===== src/rtl/core/joint_play_window_tracker_macros.svh =====
// assertion macros shared by the joint play window tracker modules
`ifndef JOINT_PLAY_WINDOW_TRACKER_MACROS_SVH
`define JOINT_PLAY_WINDOW_TRACKER_MACROS_SVH

// same-cycle implication, checked outside reset
`define JPWT_ASSERT_IMPL(label, ante, cons, msg) \
    label: assert property (@(posedge clk) disable iff (!rst_n) (ante) |-> (cons)) \
        else $error(msg);

// next-cycle implication, checked outside reset
`define JPWT_ASSERT_NEXT(label, ante, cons, msg) \
    label: assert property (@(posedge clk) disable iff (!rst_n) (ante) |=> (cons)) \
        else $error(msg);

`endif


===== src/rtl/core/jpwt_pkg.sv =====
// package with widths, constants and the per-joint entry type of the tracker
`timescale 1ns / 1ps

package jpwt_pkg;

    localparam int NUM_JOINTS_DEF = 32;
    localparam int JOINT_W        = 5;
    localparam int ANGLE_W        = 16;
    localparam int CHG_W          = 17;
    localparam int VAL_W          = 18;
    localparam int DIFF_W         = 19;
    localparam int PLAY_W         = 16;
    localparam int COUNT_W        = 16;
    localparam int RANGE_CMP_W    = 7;
    localparam int APB_ADDR_W     = 3;
    localparam int APB_DATA_W     = 32;

    localparam logic [COUNT_W-1:0] WINDOW_RESET = 16'd100;

    // register index codes
    localparam logic [0:0] REG_WINDOW_FRAMES = 1'b0;

    typedef struct packed {
        logic signed [ANGLE_W-1:0] prior;
        logic signed [CHG_W-1:0]   chg_lo;
        logic signed [CHG_W-1:0]   chg_hi;
        logic signed [VAL_W-1:0]   val_lo;
        logic signed [VAL_W-1:0]   val_hi;
        logic        [PLAY_W-1:0]  play;
    } entry_t;

endpackage


===== src/rtl/core/jpwt_cfg.sv =====
// apb register block holding the window length
`timescale 1ns / 1ps

module jpwt_cfg (
    input  logic                             clk,
    input  logic                             rst_n,
    input  logic                             psel,
    input  logic                             penable,
    input  logic                             pwrite,
    input  logic [jpwt_pkg::APB_ADDR_W-1:0]  paddr,
    input  logic [jpwt_pkg::APB_DATA_W-1:0]  pwdata,
    output logic [jpwt_pkg::APB_DATA_W-1:0]  prdata,
    output logic                             pready,
    output logic [jpwt_pkg::COUNT_W-1:0]     window_frames
);
    import jpwt_pkg::*;

    logic [COUNT_W-1:0] window_reg;
    logic [COUNT_W-1:0] window_next;
    logic [0:0]         reg_idx;
    logic               wr_hit;

    assign reg_idx = paddr[APB_ADDR_W-1:2];
    assign wr_hit  = psel && penable && pwrite;
    assign pready  = 1'b1;

    always_comb
    begin
        window_next = window_reg;
        prdata      = '0;
        unique case (reg_idx)
            REG_WINDOW_FRAMES:
            begin
                prdata = APB_DATA_W'(window_reg);
                if (wr_hit)
                begin
                    window_next = pwdata[COUNT_W-1:0];
                end
            end
            default:
            begin
                prdata = '0;
            end
        endcase
    end

    always_ff @(posedge clk or negedge rst_n)
    begin
        if (!rst_n)
        begin
            window_reg <= WINDOW_RESET;
        end
        else
        begin
            window_reg <= window_next;
        end
    end

    assign window_frames = window_reg;

endmodule


===== src/rtl/core/jpwt_store.sv =====
// per-joint state memory with valid bits and write-to-read forwarding
`timescale 1ns / 1ps
`include "joint_play_window_tracker_macros.svh"

module jpwt_store #(
    parameter int NUM_JOINTS = jpwt_pkg::NUM_JOINTS_DEF,
    parameter int AW         = 5
) (
    input  logic             clk,
    input  logic             rst_n,
    input  logic             rd_en,
    input  logic [AW-1:0]    rd_addr,
    input  logic             wr_en,
    input  logic [AW-1:0]    wr_addr,
    input  jpwt_pkg::entry_t wr_data,
    output jpwt_pkg::entry_t rd_entry
);
    import jpwt_pkg::*;

    entry_t                mem [NUM_JOINTS];
    entry_t                rd_data_reg;
    entry_t                byp_data_reg;
    logic [NUM_JOINTS-1:0] valid_reg;
    logic                  rd_valid_reg;
    logic                  byp_hit_reg;

    // memory write and registered read
    always_ff @(posedge clk)
    begin
        if (wr_en)
        begin
            mem[wr_addr] <= wr_data;
        end
        if (rd_en)
        begin
            rd_data_reg <= mem[rd_addr];
        end
    end

    always_ff @(posedge clk)
    begin
        if (rd_en)
        begin
            byp_data_reg <= wr_data;
        end
    end

    always_ff @(posedge clk or negedge rst_n)
    begin
        if (!rst_n)
        begin
            valid_reg    <= '0;
            rd_valid_reg <= 1'b0;
            byp_hit_reg  <= 1'b0;
        end
        else
        begin
            if (wr_en)
            begin
                valid_reg[wr_addr] <= 1'b1;
            end
            if (rd_en)
            begin
                rd_valid_reg <= valid_reg[rd_addr];
                byp_hit_reg  <= wr_en && (wr_addr == rd_addr);
            end
        end
    end

    // a write landing on the same edge as the read wins; unwritten entries read zero
    always_comb
    begin
        if (byp_hit_reg)
        begin
            rd_entry = byp_data_reg;
        end
        else if (rd_valid_reg)
        begin
            rd_entry = rd_data_reg;
        end
        else
        begin
            rd_entry = '0;
        end
    end

    `JPWT_ASSERT_NEXT(a_byp_hold, !rd_en, $stable(byp_hit_reg), "bypass flag moved without a read")
    `JPWT_ASSERT_NEXT(a_wr_valid, wr_en, valid_reg[$past(wr_addr)], "written entry not marked valid")
    `JPWT_ASSERT_NEXT(a_byp_src, rd_en && wr_en && (wr_addr == rd_addr), byp_hit_reg,
        "same-entry write missed by forwarding")

endmodule


===== src/rtl/core/jpwt_datapath.sv =====
// read-modify-write stage, frame counter and result register
`timescale 1ns / 1ps
`include "joint_play_window_tracker_macros.svh"

module jpwt_datapath #(
    parameter int NUM_JOINTS = jpwt_pkg::NUM_JOINTS_DEF,
    parameter int AW         = 5
) (
    input  logic                                clk,
    input  logic                                rst_n,
    input  logic                                sample_valid,
    output logic                                sample_ready,
    input  logic [jpwt_pkg::JOINT_W-1:0]        joint_number,
    input  logic signed [jpwt_pkg::ANGLE_W-1:0] measured_angle,
    input  logic signed [jpwt_pkg::ANGLE_W-1:0] requested_angle,
    input  logic                                clear_play,
    input  logic                                frame_end,
    input  logic [jpwt_pkg::COUNT_W-1:0]        window_frames,
    output logic                                rd_en,
    output logic [AW-1:0]                       rd_addr,
    input  jpwt_pkg::entry_t                    rd_entry,
    output logic                                wr_en,
    output logic [AW-1:0]                       wr_addr,
    output jpwt_pkg::entry_t                    wr_data,
    output logic                                result_valid,
    input  logic                                result_ready,
    output logic [jpwt_pkg::JOINT_W-1:0]        joint_out,
    output logic [jpwt_pkg::PLAY_W-1:0]         play_value
);
    import jpwt_pkg::*;

    // stage 1 request
    logic                       s1_valid_reg;
    logic [JOINT_W-1:0]         s1_joint_reg;
    logic signed [ANGLE_W-1:0]  s1_meas_reg;
    logic signed [ANGLE_W-1:0]  s1_req_reg;
    logic                       s1_clr_reg;
    logic                       s1_fend_reg;

    logic                       primed_reg;
    logic                       primed_next;
    logic [COUNT_W-1:0]         frame_count_reg;
    logic [COUNT_W-1:0]         frame_count_next;

    logic                       out_valid_reg;
    logic [JOINT_W-1:0]         joint_out_reg;
    logic [PLAY_W-1:0]          play_out_reg;

    logic                       in_fire;
    logic                       s1_fire;
    logic                       in_range;
    logic [COUNT_W:0]           count;
    logic                       reached;
    logic signed [CHG_W-1:0]    chg;
    logic signed [VAL_W-1:0]    meas_ext;
    logic signed [VAL_W-1:0]    a_val;
    logic signed [VAL_W-1:0]    b_val;
    logic signed [DIFF_W-1:0]   diff;
    logic [PLAY_W-1:0]          sat;
    logic [PLAY_W-1:0]          play_base;
    entry_t                     upd;

    assign s1_fire      = s1_valid_reg && (!out_valid_reg || result_ready);
    assign sample_ready = !s1_valid_reg || s1_fire;
    assign in_fire      = sample_valid && sample_ready;
    assign rd_en        = in_fire;
    assign rd_addr      = AW'(joint_number);

    always_ff @(posedge clk or negedge rst_n)
    begin
        if (!rst_n)
        begin
            s1_valid_reg <= 1'b0;
        end
        else if (in_fire)
        begin
            s1_valid_reg <= 1'b1;
        end
        else if (s1_fire)
        begin
            s1_valid_reg <= 1'b0;
        end
    end

    always_ff @(posedge clk)
    begin
        if (in_fire)
        begin
            s1_joint_reg <= joint_number;
            s1_meas_reg  <= measured_angle;
            s1_req_reg   <= requested_angle;
            s1_clr_reg   <= clear_play;
            s1_fend_reg  <= frame_end;
        end
    end

    assign in_range = RANGE_CMP_W'(s1_joint_reg) < RANGE_CMP_W'(NUM_JOINTS);
    assign count    = {1'b0, frame_count_reg} + (COUNT_W + 1)'(primed_reg);
    assign reached  = count >= {1'b0, window_frames};
    assign meas_ext = VAL_W'(s1_meas_reg);

    always_comb
    begin
        upd       = rd_entry;
        chg       = CHG_W'(s1_req_reg) - CHG_W'(rd_entry.prior);
        a_val     = '0;
        b_val     = '0;
        diff      = '0;
        sat       = '0;
        play_base = s1_clr_reg ? '0 : rd_entry.play;
        upd.play  = play_base;
        if (primed_reg)
        begin
            if (chg < rd_entry.chg_lo)
            begin
                upd.chg_lo = chg;
            end
            if (chg > rd_entry.chg_hi)
            begin
                upd.chg_hi = chg;
            end
            a_val = meas_ext - VAL_W'(upd.chg_lo);
            b_val = meas_ext - VAL_W'(upd.chg_hi);
            if (a_val < rd_entry.val_lo)
            begin
                upd.val_lo = a_val;
            end
            if (b_val > rd_entry.val_hi)
            begin
                upd.val_hi = b_val;
            end
            diff = DIFF_W'(upd.val_hi) - DIFF_W'(upd.val_lo);
            // saturate the range to 0..65535
            if (diff < 0)
            begin
                sat = '0;
            end
            else if (diff[DIFF_W-1:PLAY_W] != '0)
            begin
                sat = '1;
            end
            else
            begin
                sat = diff[PLAY_W-1:0];
            end
            if (reached && (sat > play_base))
            begin
                upd.play = sat;
            end
        end
        else
        begin
            upd.val_lo = meas_ext;
            upd.val_hi = meas_ext;
        end
        if (reached)
        begin
            upd.chg_lo = '0;
            upd.chg_hi = '0;
            upd.val_lo = meas_ext;
            upd.val_hi = meas_ext;
        end
        upd.prior = s1_req_reg;
    end

    assign wr_en   = s1_fire && in_range;
    assign wr_addr = AW'(s1_joint_reg);
    assign wr_data = upd;

    always_comb
    begin
        primed_next      = primed_reg;
        frame_count_next = frame_count_reg;
        if (s1_fire && s1_fend_reg)
        begin
            primed_next      = 1'b1;
            frame_count_next = reached ? '0 : count[COUNT_W-1:0];
        end
    end

    always_ff @(posedge clk or negedge rst_n)
    begin
        if (!rst_n)
        begin
            primed_reg      <= 1'b0;
            frame_count_reg <= '0;
        end
        else
        begin
            primed_reg      <= primed_next;
            frame_count_reg <= frame_count_next;
        end
    end

    always_ff @(posedge clk or negedge rst_n)
    begin
        if (!rst_n)
        begin
            out_valid_reg <= 1'b0;
        end
        else if (s1_fire)
        begin
            out_valid_reg <= 1'b1;
        end
        else if (result_ready)
        begin
            out_valid_reg <= 1'b0;
        end
    end

    always_ff @(posedge clk)
    begin
        if (s1_fire)
        begin
            joint_out_reg <= s1_joint_reg;
            play_out_reg  <= in_range ? upd.play : '0;
        end
    end

    assign result_valid = out_valid_reg;
    assign joint_out    = joint_out_reg;
    assign play_value   = play_out_reg;

    `JPWT_ASSERT_NEXT(a_primed_sticky, primed_reg, primed_reg, "primed flag dropped")
    `JPWT_ASSERT_NEXT(a_count_hold, !(s1_fire && s1_fend_reg), $stable(frame_count_reg),
        "frame count moved without a frame end")
    `JPWT_ASSERT_IMPL(a_out_source, $rose(out_valid_reg), $past(s1_fire),
        "result appeared without a processed request")

endmodule


===== src/rtl/core/joint_play_window_tracker.sv =====
// top level of the joint play window tracker
`timescale 1ns / 1ps

// joint play window tracker: takes one joint sample request per clock and
// returns one result per request (joint number and the joint's peak play,
// unsigned 16-bit in input angle units, saturated). throughput is one
// request per cycle with no gaps while result_ready holds, including
// back-to-back requests to the same joint. the per-joint entry is read from
// the state memory on the accepting edge, updated and written back when
// stage 1 fills the output register, where the result waits so a stalled
// consumer does not block the following request. an entry that was written
// on the same edge as a read is forwarded to that read. reset needs no
// clearing pass: one valid bit per joint makes never-written entries read
// as zero. window_frames is written through the apb port at byte address 0
// (reset value 100) and should only change while no request is in flight.

module joint_play_window_tracker #(
    parameter int NUM_JOINTS = jpwt_pkg::NUM_JOINTS_DEF
) (
    input  logic                                clk,
    input  logic                                rst_n,
    // sample channel
    input  logic                                sample_valid,
    output logic                                sample_ready,
    input  logic [jpwt_pkg::JOINT_W-1:0]        joint_number,
    input  logic signed [jpwt_pkg::ANGLE_W-1:0] measured_angle,
    input  logic signed [jpwt_pkg::ANGLE_W-1:0] requested_angle,
    input  logic                                clear_play,
    input  logic                                frame_end,
    // result channel
    output logic                                result_valid,
    input  logic                                result_ready,
    output logic [jpwt_pkg::JOINT_W-1:0]        joint_out,
    output logic [jpwt_pkg::PLAY_W-1:0]         play_value,
    // configuration port
    input  logic                                psel,
    input  logic                                penable,
    input  logic                                pwrite,
    input  logic [jpwt_pkg::APB_ADDR_W-1:0]     paddr,
    input  logic [jpwt_pkg::APB_DATA_W-1:0]     pwdata,
    output logic [jpwt_pkg::APB_DATA_W-1:0]     prdata,
    output logic                                pready
);
    import jpwt_pkg::*;

    // memory address width, at least one bit even for a single joint
    localparam int AW = (NUM_JOINTS > 1) ? $clog2(NUM_JOINTS) : 1;

    logic [COUNT_W-1:0] window_frames;
    logic               rd_en;
    logic [AW-1:0]      rd_addr;
    entry_t             rd_entry;
    logic               wr_en;
    logic [AW-1:0]      wr_addr;
    entry_t             wr_data;

    // window length register
    jpwt_cfg u_cfg (
        .clk           (clk),
        .rst_n         (rst_n),
        .psel          (psel),
        .penable       (penable),
        .pwrite        (pwrite),
        .paddr         (paddr),
        .pwdata        (pwdata),
        .prdata        (prdata),
        .pready        (pready),
        .window_frames (window_frames)
    );

    // per-joint state: last request, change range, value range, peak play
    jpwt_store #(
        .NUM_JOINTS (NUM_JOINTS),
        .AW         (AW)
    ) u_store (
        .clk      (clk),
        .rst_n    (rst_n),
        .rd_en    (rd_en),
        .rd_addr  (rd_addr),
        .wr_en    (wr_en),
        .wr_addr  (wr_addr),
        .wr_data  (wr_data),
        .rd_entry (rd_entry)
    );

    // update stage, frame counting and result register
    jpwt_datapath #(
        .NUM_JOINTS (NUM_JOINTS),
        .AW         (AW)
    ) u_datapath (
        .clk             (clk),
        .rst_n           (rst_n),
        .sample_valid    (sample_valid),
        .sample_ready    (sample_ready),
        .joint_number    (joint_number),
        .measured_angle  (measured_angle),
        .requested_angle (requested_angle),
        .clear_play      (clear_play),
        .frame_end       (frame_end),
        .window_frames   (window_frames),
        .rd_en           (rd_en),
        .rd_addr         (rd_addr),
        .rd_entry        (rd_entry),
        .wr_en           (wr_en),
        .wr_addr         (wr_addr),
        .wr_data         (wr_data),
        .result_valid    (result_valid),
        .result_ready    (result_ready),
        .joint_out       (joint_out),
        .play_value      (play_value)
    );

endmodule


===== config.mk =====
export PLATFORM = sky130hd
export DESIGN_NAME = joint_play_window_tracker
export DESIGN_NICKNAME = d
export VERILOG_FILES = /design/src/rtl/core/jpwt_pkg.sv /design/src/rtl/core/jpwt_cfg.sv /design/src/rtl/core/jpwt_store.sv /design/src/rtl/core/jpwt_datapath.sv /design/src/rtl/core/joint_play_window_tracker.sv
export VERILOG_INCLUDE_DIRS = /design/src /design/src/rtl/core
export SDC_FILE = /design/constraint.sdc
export NUM_CORES = 2
export LEC_CHECK = 0
export BUFFER_PORTS_ARGS = -buffer_cell sky130_fd_sc_hd__buf_4
export CORE_ASPECT_RATIO = 1.5
export CORE_UTILIZATION = 48
export CTS_CLUSTER_SIZE = 28
export DETAILED_ROUTE_END_ITERATION = 8
export RECOVER_POWER = 50
export SLEW_MARGIN = 25
export SYNTH_ARGS = -nofsm -noshare
export SYNTH_HDL_FRONTEND = slang
export SYNTH_SLANG_ARGS = --single-unit

===== constraint.sdc =====
create_clock -name clk -period 16.7 [get_ports clk]
set_input_delay 3.34 -clock clk [delete_from_list [all_inputs] [get_ports clk]]
set_output_delay 3.34 -clock clk [all_outputs]
set_load 0.02 [all_outputs]

==> reports/metrics.yaml <==
synthesis:
  synth_edf_count: 3528
  syn_avg_cell_area_um2: 22.1
  synthFlopType: "edfxtp_1"
  synth_cell_type_count: 84
  yosysSeqAreaShare_pct: 75.2
  yosys_warnings: 0
  synth-seq-cells: 3597
  syn_area_um2: 143000
  async_flop_share_pct: 1.92
  synthCells: 6482
worst_setup_path:
  cp.arrival_ns: 16.80
  cp.required_ns: 17.28
  cp_max_fo: 122
  critPathLaunchType: "input pin"
  endpoint_kind: "flop"
  critical_path_class: "input pin to flop"
power_and_ir_drop:
  cellPowerDensity_nw_per_um2: 201
  total_power_w: 0.0323
  swShare_pct: 35.5
  irDropWorstVdd_mv: 0.464
  p_leak_nw: 51.0
  p_comb_share_pct: 34.7
  seq_power_share_pct: 42.3
  p_sw_w: 0.0114
  pwr-share-clk_pct: 23.0
  power.internal_w: 0.0208
global_routing:
  grt_pass1_wl_um: 536000
  gr-total-overflow: 0
  antenna_found_initial: 5
  first_global_vias: 71528
  grt_usage_pct: 25.3
  grt_max_degree: 123
drt:
  wl_per_cell_um: 34.3
  ant_nets: 0
  routed_via_density: 6.29
  dr.pass1.iters: 5
  dr.first_iter.drc_count: 7243
  drc_errors: 0
  routed_wl_um: 380000
  dr_total_vias: 69767
floorplan:
  rows: 245
  die_area_um2: 301000
  core_area_um2: 297000
  die_w_um: 448
  start_util_pct: 48.3
  io-pin-count: 137
  die_h_um: 671
final_layout:
  finalCoreUtilization_pct: 54.0
  layout.cells.non_filler: 11085
  fin_nets: 7132
  syn_to_final_growth_pct: 11.9
  layout_common_cells: "edfxtp_1 (3528), mux4_2 (1030), clkbuf_16 (345), clkbuf_1 (224), buf_4 (181)"
  largest_reg_flops: 3264
  final_common_cell: "edfxtp_1"
  drive_gt1_share_pct: 27.3
status:
  violations: "capacitance limit, slew limit"
  status: "finished with violations"
timing:
  tns_ns: 0
  fin_worst_skew_ns: 0.0631
  rsz0062_at_grt: "false"
  finalHoldViolCount: 0
  fin_crit_ns: 16.23
  worst_pin_slew_ns: 9.83
  post-route-period-util_pct: 97.2
  finalMaxSlewViolations: 3448
  fmax_ghz: 0.0616
  setup_viol: 0
  slew_headroom_pct: -555
placed_design:
  dp.cells: 10477
  place_hpwl_um: 200000
  port_buffers: 101
  gp_congestion: 0.881
cts:
  hold_buffers: 0
  numCtsBuffers: 336
  tritoncts: "yes"
  clk_latency_ns: 0.91
  cts_setup_buffers: 0
  cts_root_buffer: "clkbuf_16"
  cts_buffer_depth: 4
  clk_pin_slew_ns: 0.06
  cts_sinks: 3597
  h-tree-depth: 5
hold_path:
  min_path_type: "flop to flop"
job:
  maxCapViolCount: 99
==> cells by family after synthesis <==
| logic type | synth area share, % |
|---|---|
| AO/OA/AOI/OAI | 2.37 |
| XOR/XNOR | 0.416 |
| adder cells (fa/ha/maj) | 1.54 |
| buffers and inverters | 1.28 |
| flip-flops | 75.2 |
| multiplexers | 17.6 |
| other | 0.00524 |
| AND/OR/NAND/NOR | 1.61 |
==> cell usage after synthesis, types with 5 or more instances <==
master    instances  area (µm²)
a21o_1           22         165
nor2_1          159         597
nor2b_1          24         150
nand3_1          31         155
clkbuf_1        213         800
o21ai_0          75         375
o31ai_1           8        60.1
nand2b_1         16         100
a21oi_1         107         536
o21bai_1          5        37.5
a211oi_1         36         270
xnor2_1          43         377
dfrtp_1          66        1650
and3_1           12        75.1
o21a_1           22         165
ha_1            170        2130
buf_1            51         191
o31a_1            6        52.6
nand3b_1          8        60.1
mux2i_1          54         541
edfxtp_1       3528      106000
or2_2            37         231
nand2_1         150         563
nand4_1          17         106
or3_1             6        37.5
buf_2            44         220
mux2_2          134        1510
mux4_2         1030       23200
a31oi_1          21         131
nor3_1           13        65.1
o211ai_1         15         113
buf_4            21         158
a22oi_1          69         518
a22o_1           19         166
a41oi_1          14         123
xor2_1           25         219
inv_1           111         417
nor4_1            5        31.3
==> final timing paths <==
check                                          start                       to  slack, ns  cells past startpoint
worst max-delay path                 joint_number[1]  u_store.rd_data_reg[40]       0.47                      6
worst min-delay path            u_store.valid_reg[1]     u_store.valid_reg[1]       0.47                      1
worst max register to register   u_store.byp_hit_reg        u_store.mem[4][1]       1.09                     56
worst min register to register  u_store.valid_reg[1]     u_store.valid_reg[1]       0.47                      1
max in group asynchronous                      rst_n    u_store.valid_reg[24]      10.74                      2
min in group asynchronous                      rst_n   u_cfg.window_frames[9]       2.72                      1
==> what timing repair did <==
action	in CTS	in global routing
endpoints found under the hold margin	0	0
resized for setup	0	4
endpoints found under the setup margin	0	407
==> power by group through the flow <==
stage	combinational (W)	sequential [W]	clock [W]
global placement	0.0105	0.0138	0
finish	0.0112	0.0136	0.00742
global route	0.0121	0.0137	0.00785
floorplan	0.00671	0.0139	0
detailed placement	0.0110	0.0138	0
CTS	0.0110	0.0136	0.00755
==> final cells by class <==
| cell class | instances | area, µm² |
|---|---|---|
| flip-flops and latches | 3597 | 108000 |
| clock inverters | 170 | 1440 |
| diodes | 1 | 2.50 |
| inverters | 111 | 418 |
| well taps | 3952 | 4940 |
| fillers | 22659 | 136000 |
| multi-input cells | 2457 | 34400 |
| clock buffers | 423 | 8930 |
| repair buffers | 374 | 2440 |
==> through the flow <==
stage	instance area (µm²)	hold slack, ns	setup WS [ns]
6_report	160000	0.466	0.475
5_1_grt	160000	0.476	0.0142
4_1_cts	161000	0.465	0.595
3_5_place_dp	151000	0.448	0.704
3_3_place_gp	150000	0.446	0.473
2_1_floorplan	143000	0.424	2.29
==> worst max-delay path, cell delays in order <==
cell	delay, ns
clkbuf_1	4.28
clkbuf_1	5.81
clkbuf_4	1.81
mux4_2	0.42
mux4_2	0.49
mux2_1	0.46
==> layer usage <==
layer | track usage [%] | part of all wire, % | vias to the layer above
li1 | - | - | 28156
met1 | 34.3 | 40 | 38349
met2 | 43.6 | 52 | 2704
met3 | 3.21 | 6.1 | 558
met4 | 5.88 | 2.5 | 0
met5 | 0 | 0 | -
(Power assumes the default switching activity.)
